<file path="config.mk">
export PLATFORM = sky130hd
export DESIGN_NAME = sbf_nbr_unit
export DESIGN_NICKNAME = d
export VERILOG_FILES = /design/src/sv/sbf_pkg.sv /design/src/sv/sbf_nbr_unit.sv
export SDC_FILE = /design/constraint.sdc
export NUM_CORES = 1
export LEC_CHECK = 0
export BUFFER_PORTS_ARGS = -buffer_cell sky130_fd_sc_hd__buf_2
export CAP_MARGIN = 20
export CORE_MARGIN = 2
export CORE_UTILIZATION = 55
export DETAILED_ROUTE_END_ITERATION = 16
export GPL_TIMING_DRIVEN = 0
export PLACE_DENSITY = 0.95
export SYNTH_ARGS = -nofsm -noshare
export SYNTH_HDL_FRONTEND = slang
export SYNTH_SLANG_ARGS = --single-unit
export TNS_END_PERCENT = 50
</file>
<file path="constraint.sdc">
create_clock -name vclk -period 8.2
set_input_delay 1.23 -clock vclk [all_inputs]
set_output_delay 1.23 -clock vclk [all_outputs]
set_load 0.005 [all_outputs]
</file>
<file path="src/sv/sbf_pkg.sv">
// Shared constants, types and helpers for the boundary fill unit.
package sbf_pkg;

	localparam int FB_WIDTH    = 256;
	localparam int FB_HEIGHT   = 256;
	localparam int STACK_DEPTH = 65536;

	localparam int FB_DEPTH = FB_WIDTH * FB_HEIGHT;
	localparam int XC_W     = $clog2(FB_WIDTH);
	localparam int YC_W     = $clog2(FB_HEIGHT);
	localparam int CRD_W    = (XC_W > YC_W) ? XC_W : YC_W;
	localparam int ADDR_W   = $clog2(FB_DEPTH);
	localparam int SP_W     = $clog2(STACK_DEPTH + 1);
	localparam int SI_W     = $clog2(STACK_DEPTH);
	localparam int PIX_W    = 24;
	localparam int CNT_W    = 17;

	localparam logic [1:0] CMD_WRITE = 2'd0;
	localparam logic [1:0] CMD_READ  = 2'd1;
	localparam logic [1:0] CMD_FILL  = 2'd2;

	// neighbour order: right, left, down, up
	localparam logic [1:0] DIR_XP = 2'd0;
	localparam logic [1:0] DIR_XM = 2'd1;
	localparam logic [1:0] DIR_YP = 2'd2;
	localparam logic [1:0] DIR_YM = 2'd3;

	localparam logic REG_FILL     = 1'b0;
	localparam logic REG_BOUNDARY = 1'b1;

	localparam logic [PIX_W-1:0] FILL_RESET     = 24'hFFFF00;
	localparam logic [PIX_W-1:0] BOUNDARY_RESET = 24'h000000;

	typedef logic [PIX_W-1:0]  pix_t;
	typedef logic [CNT_W-1:0]  cnt_t;
	typedef logic [ADDR_W-1:0] addr_t;
	typedef logic [SP_W-1:0]   sp_t;
	typedef logic [XC_W-1:0]   xc_t;
	typedef logic [YC_W-1:0]   yc_t;
	typedef logic [CRD_W:0]    crd_ext_t;

	typedef struct packed {
		logic oob;
		yc_t  y;
		xc_t  x;
	} coord_t;

	typedef struct packed {
		logic [1:0] cmd;
		logic [7:0] pos_x;
		logic [7:0] pos_y;
		pix_t       pixel_value;
	} in_item_t;

	typedef struct packed {
		pix_t read_value;
		cnt_t painted_count;
		logic stack_overflow;
	} out_item_t;

	typedef struct packed {
		logic  rd_en;
		logic  wr_en;
		addr_t addr;
		pix_t  wdata;
	} fb_req_t;

	typedef struct packed {
		logic   push;
		logic   pop;
		coord_t wdata;
	} stk_req_t;

	typedef struct packed {
		logic empty;
		logic full;
	} stk_sts_t;

	function automatic addr_t pix_addr(input xc_t x, input yc_t y);
		return addr_t'(addr_t'(y) * addr_t'(FB_WIDTH) + addr_t'(x));
	endfunction

endpackage

</file>
<file path="src/sv/sbf_nbr_unit.sv">
// Shared neighbour step unit: one adder and bound compare, reused for all four directions.
module sbf_nbr_unit (
	input  sbf_pkg::xc_t    cur_x,
	input  sbf_pkg::yc_t    cur_y,
	input  logic [1:0]      dir,
	output sbf_pkg::coord_t nbr
);

	logic              on_y;
	logic              dec;
	sbf_pkg::crd_ext_t v_ext;
	sbf_pkg::crd_ext_t lim;
	sbf_pkg::crd_ext_t sum;

	always_comb begin
		unique case (dir)
			sbf_pkg::DIR_XP: begin
				on_y = 1'b0;
				dec  = 1'b0;
			end
			sbf_pkg::DIR_XM: begin
				on_y = 1'b0;
				dec  = 1'b1;
			end
			sbf_pkg::DIR_YP: begin
				on_y = 1'b1;
				dec  = 1'b0;
			end
			default: begin
				on_y = 1'b1;
				dec  = 1'b1;
			end
		endcase
	end

	always_comb begin
		v_ext = on_y ? sbf_pkg::crd_ext_t'(cur_y) : sbf_pkg::crd_ext_t'(cur_x);
		lim   = on_y ? sbf_pkg::crd_ext_t'(sbf_pkg::FB_HEIGHT)
		             : sbf_pkg::crd_ext_t'(sbf_pkg::FB_WIDTH);
		sum   = v_ext + (dec ? '1 : sbf_pkg::crd_ext_t'(1));
		// off the frame: stepping left/up from zero, or right/down onto the limit
		nbr.oob = dec ? (v_ext == '0) : (sum == lim);
		nbr.x   = on_y ? cur_x : sum[sbf_pkg::XC_W-1:0];
		nbr.y   = on_y ? sum[sbf_pkg::YC_W-1:0] : cur_y;
	end

endmodule

</file>
== Word-level counts from Yosys, hierarchy flattened ==
Index checks and enable logic that the tools add are counted.
Storage, ports and cells
  output and inout port bits: 17
  bits in registers: 0
  logic and storage cells: 13
Cells by class
  $add $sub $neg: 1
  mux-type cells: 5
  eq/ne operators: 3
  reductions and logical operators: 4
Operators with widths (count)
  $mux 8: 3
  $add 8x9->9: 1
  $eq 9x9->1 const B: 1
  $logic_not 9->1: 1
  $mux 9: 1
  $reduce_or 2->1: 2
  $eq 2x1->1 const B: 1
  $eq 2x2->1 const B: 1
  $logic_not 2->1: 1
  $mux 1: 1

== Longest topological paths before layout ==
  word-level depth: 6
  mapped depth: 11
  gate-level depth less buffers: 8

== Worst setup path before layout ==
No wires, ideal clock.
  path type: input -> output
  start: in dir[1]
  end: out nbr[16] in the netlist's numbering
  cell stages on the path: 11
  arrival time: 3.907 ns
  slack: 3.063 ns
  required time: 6.970 ns
  cell sequence: buf_6 buf_2 clkbuf_1 mux2_2 ha_1 clkbuf_1 or2_2 and3_4 or3_1 a311o_1 a21oi_2
RTL lines
  from (decl): line sbf_nbr_unit.sv:5  | input logic [1:0] dir,
  to (decl): line sbf_nbr_unit.sv:6  | output sbf_pkg::coord_t nbr

==> metrics.txt <==
# TYPE chip_impl_metric gauge
chip_impl_metric{name="post_route_cells_drive_above_1_share",unit="%"} 28.66
chip_impl_metric{name="synthCells",unit=""} 123
chip_impl_metric{name="final_cell_count_no_fill",unit=""} 173
chip_impl_metric{name="area_growth_syn_to_layout",unit="%"} 21.38
chip_impl_metric{name="cts.repair.resized",unit=""} 0
chip_impl_metric{name="arrival",unit="ns"} 4.42
chip_impl_metric{name="report.final.hold_viol_count",unit=""} 0
chip_impl_metric{name="critical_path.max_fanout",unit=""} 10
chip_impl_metric{name="via_per_inst",unit=""} 6.179
chip_impl_metric{name="maxSlewHeadroom",unit="%"} 61.31
chip_impl_metric{name="track_usage",unit="%"} 27.66
chip_impl_metric{name="power_per_cell_area",unit="nW/um^2"} 73.44
chip_impl_metric{name="place_inst",unit=""} 173
chip_impl_metric{name="drt_pass1_iterations",unit=""} 4
chip_impl_info{name="timing_worst_setup_path_type",value="in -> out"} 1
chip_impl_info{name="cp_top_family",value="buffers and inverters"} 1
chip_impl_metric{name="io_pins",unit=""} 35
chip_impl_info{name="timing.critical_path.mode_cell",value="clkbuf_1"} 1
chip_impl_metric{name="mean_routed_wirelength_per_cell",unit="um"} 14.32
chip_impl_metric{name="port_buffers",unit=""} 34
chip_impl_metric{name="detail-route-antenna-nets",unit=""} 0
chip_impl_metric{name="first_global_vias",unit=""} 990
chip_impl_metric{name="worst_slack",unit="ns"} 2.554
chip_impl_info{name="status",value="finished clean"} 1
chip_impl_metric{name="max_cap_viol_count",unit=""} 0
chip_impl_metric{name="fp.dieArea",unit="um^2"} 1955
chip_impl_metric{name="place_hpwl",unit="um"} 1964
chip_impl_metric{name="combined_area_of_the_multi_input_logic_cells",unit="um^2"} 843.3
chip_impl_metric{name="cts.hold.buffers_added",unit=""} 0
chip_impl_metric{name="critPathRequiredTime",unit="ns"} 6.97
chip_impl_metric{name="syn-num-nets",unit=""} 144
chip_impl_metric{name="post-route-drc-count",unit=""} 0
chip_impl_info{name="cp_cell_sequence",value="buf_2, clkbuf_1, buf_1, clkbuf_1, ha_1, clkbuf_1, or2_2, and3_4, or3_1, a311o_1, a21oi_2, buf_2"} 1
chip_impl_metric{name="cp_num_buf_inv",unit=""} 6
chip_impl_metric{name="post_cts_buffers",unit=""} 0
chip_impl_metric{name="dieHeight",unit="um"} 44.22
chip_impl_metric{name="drt_first_iter_violations",unit=""} 29
chip_impl_metric{name="place_congestion",unit=""} 0.9634
chip_impl_metric{name="filler_cells",unit=""} 135
chip_impl_info{name="timing.critical_path.slowest_stage_cell",value="buf_1"} 1
chip_impl_metric{name="final_cycle_share",unit="%"} 68.85
chip_impl_metric{name="worst_slew_pin_slew",unit="ns"} 0.5804
chip_impl_metric{name="grt_start_max_net_pins",unit=""} 11
chip_impl_metric{name="setup_viol_count_final",unit=""} 0
chip_impl_metric{name="synth_area_per_cell",unit="um^2"} 7.233
chip_impl_metric{name="floorplan.initialDensity",unit="%"} 59.05
chip_impl_metric{name="seq_cells",unit=""} 0
chip_impl_metric{name="drv_slew",unit=""} 0
chip_impl_metric{name="num_vias",unit=""} 1069
chip_impl_info{name="hold_end",value="nbr[7]"} 1
chip_impl_info{name="mostFrequentLayoutCell",value="buf_2"} 1
chip_impl_metric{name="core_region_area",unit="um^2"} 1506
chip_impl_metric{name="clock_buffer_count",unit=""} 0
chip_impl_metric{name="routed_wirelength",unit="um"} 2478
chip_impl_info{name="hold_path.class",value="in -> out"} 1
chip_impl_metric{name="p_leak",unit="uW"} 0.0004745
chip_impl_metric{name="worstHoldPathCells",unit=""} 3
chip_impl_metric{name="min_period",unit="ns"} 5.646
chip_impl_metric{name="overflow",unit=""} 0
chip_impl_info{name="worst_hold_startpoint",value="cur_x[7]"} 1
chip_impl_metric{name="yosys_warnings",unit=""} 0
chip_impl_metric{name="antenna_found_initial",unit=""} 0
chip_impl_info{name="layout.cells.most_common_list",value="buf_2 (35), xnor2_1 (12), xor2_1 (11)"} 1
chip_impl_metric{name="syn_area",unit="um^2"} 889.6
chip_impl_metric{name="vdd_drop_max",unit="V"} 0.00004106
chip_impl_metric{name="synth_seq_area_share",unit="%"} 0
chip_impl_info{name="rsz0062_at_grt",value="no"} 1
chip_impl_metric{name="insertedDiodeCount",unit=""} 0
chip_impl_metric{name="yosysUniqueCellTypes",unit=""} 42
chip_impl_metric{name="grt_first_pass_wirelength",unit="um"} 4250
chip_impl_metric{name="floorplan.die.width",unit="um"} 44.22
chip_impl_metric{name="place_worst_setup_slack",unit="ns"} 2.575
chip_impl_info{name="crit_path_end_kind",value="output pin"} 1
chip_impl_metric{name="maxClockFrequency",unit="MHz"} 177.1
chip_impl_metric{name="finalNetCount",unit=""} 180
chip_impl_metric{name="critical-path-max-stage-delay",unit="ns"} 0.51
chip_impl_metric{name="final.setup.tns",unit="ns"} 0
chip_impl_metric{name="placement_rows",unit=""} 14
chip_impl_metric{name="ff_latch_area",unit="um^2"} 0
chip_impl_info{name="setup.worst_path.start_class",value="input pin"} 1
## per-stage QoR
step                      instance area, um^2  total power [uW]  hold WS, ns  util, %
final                                    1080             79.30        2.746    71.68
after floorplan                         889.6             52.24        2.510        -
after detailed placement                 1080             78.41        2.749    71.68
after global routing                     1080             87.60        2.765    71.68
after global placement                   1080             75.39        2.740    71.68
after CTS                                1080             78.81        2.749    71.68
## tightest hold or removal path: cells and delay by family
kind | cells | cell delay (ns)
XOR/XNOR | 1 | 0.06
buffers and inverters | 2 | 0.22
## Yosys cell counts (all sizes together), types with 4 or more instances
| library cell | count | share of area [%] |
|---|---|---|
| xor2 | 11 | 11 |
| mux2 | 6 | 8.4 |
| mux2i | 4 | 4.5 |
| nor3 | 4 | 2.3 |
| nor2b | 4 | 2.8 |
| buf | 5 | 3.1 |
| nand2 | 6 | 2.5 |
| o21ai | 4 | 2.3 |
| clkbuf | 4 | 1.7 |
| xnor2 | 12 | 12 |
| a21oi | 11 | 6.6 |
| nor2 | 10 | 4.2 |
| nand2b | 4 | 2.8 |
## report_power, final
part	internal [uW]	switching [uW]	leakage (uW)
logic	37.4	41.9	0.000475
clock network	0	0	0
registers	0	0	0
total	37.4	41.9	0.000475
## area by class of cell
cell class | instances | share of cell area, %
buffer | 9 | 3.940
timing repair buffer | 34 | 15.76
inverter | 1 | 0.3476
tap | 16 | 1.854
multi-input combinational | 113 | 78.10
## worst max-delay path by stage
stage | start | endpoint | slack, ns | depth (start not counted)
floorplan | dir[1] | nbr[16] | 3.06 | 11
detailed placement | dir[1] | nbr[16] | 2.57 | 12
global placement | dir[1] | nbr[16] | 2.64 | 12
finish | dir[0] | nbr[16] | 2.55 | 12
CTS | dir[1] | nbr[16] | 2.57 | 12
global route | dir[1] | nbr[16] | 2.37 | 12
## metal layers
layer	up-vias	part of all wire [%]	GRT usage, %
li1	522	-	-
met1	479	42	34.56
met2	58	48	51.18
met3	10	7.4	1.633
met4	0	2.5	6.667
met5	-	0	0
## kinds of logic after synthesis
group | count (synthesis) | synth area share, %
muxes | 11 | 15.89
buffers and inverters | 10 | 5.202
adders and majority gates | 5 | 6.470
AOI/OAI and AO/OA | 31 | 23.49
xor gates and xnor gates | 23 | 22.64
and+or+nand+nor | 43 | 26.30
(Power assumes the default switching activity.)
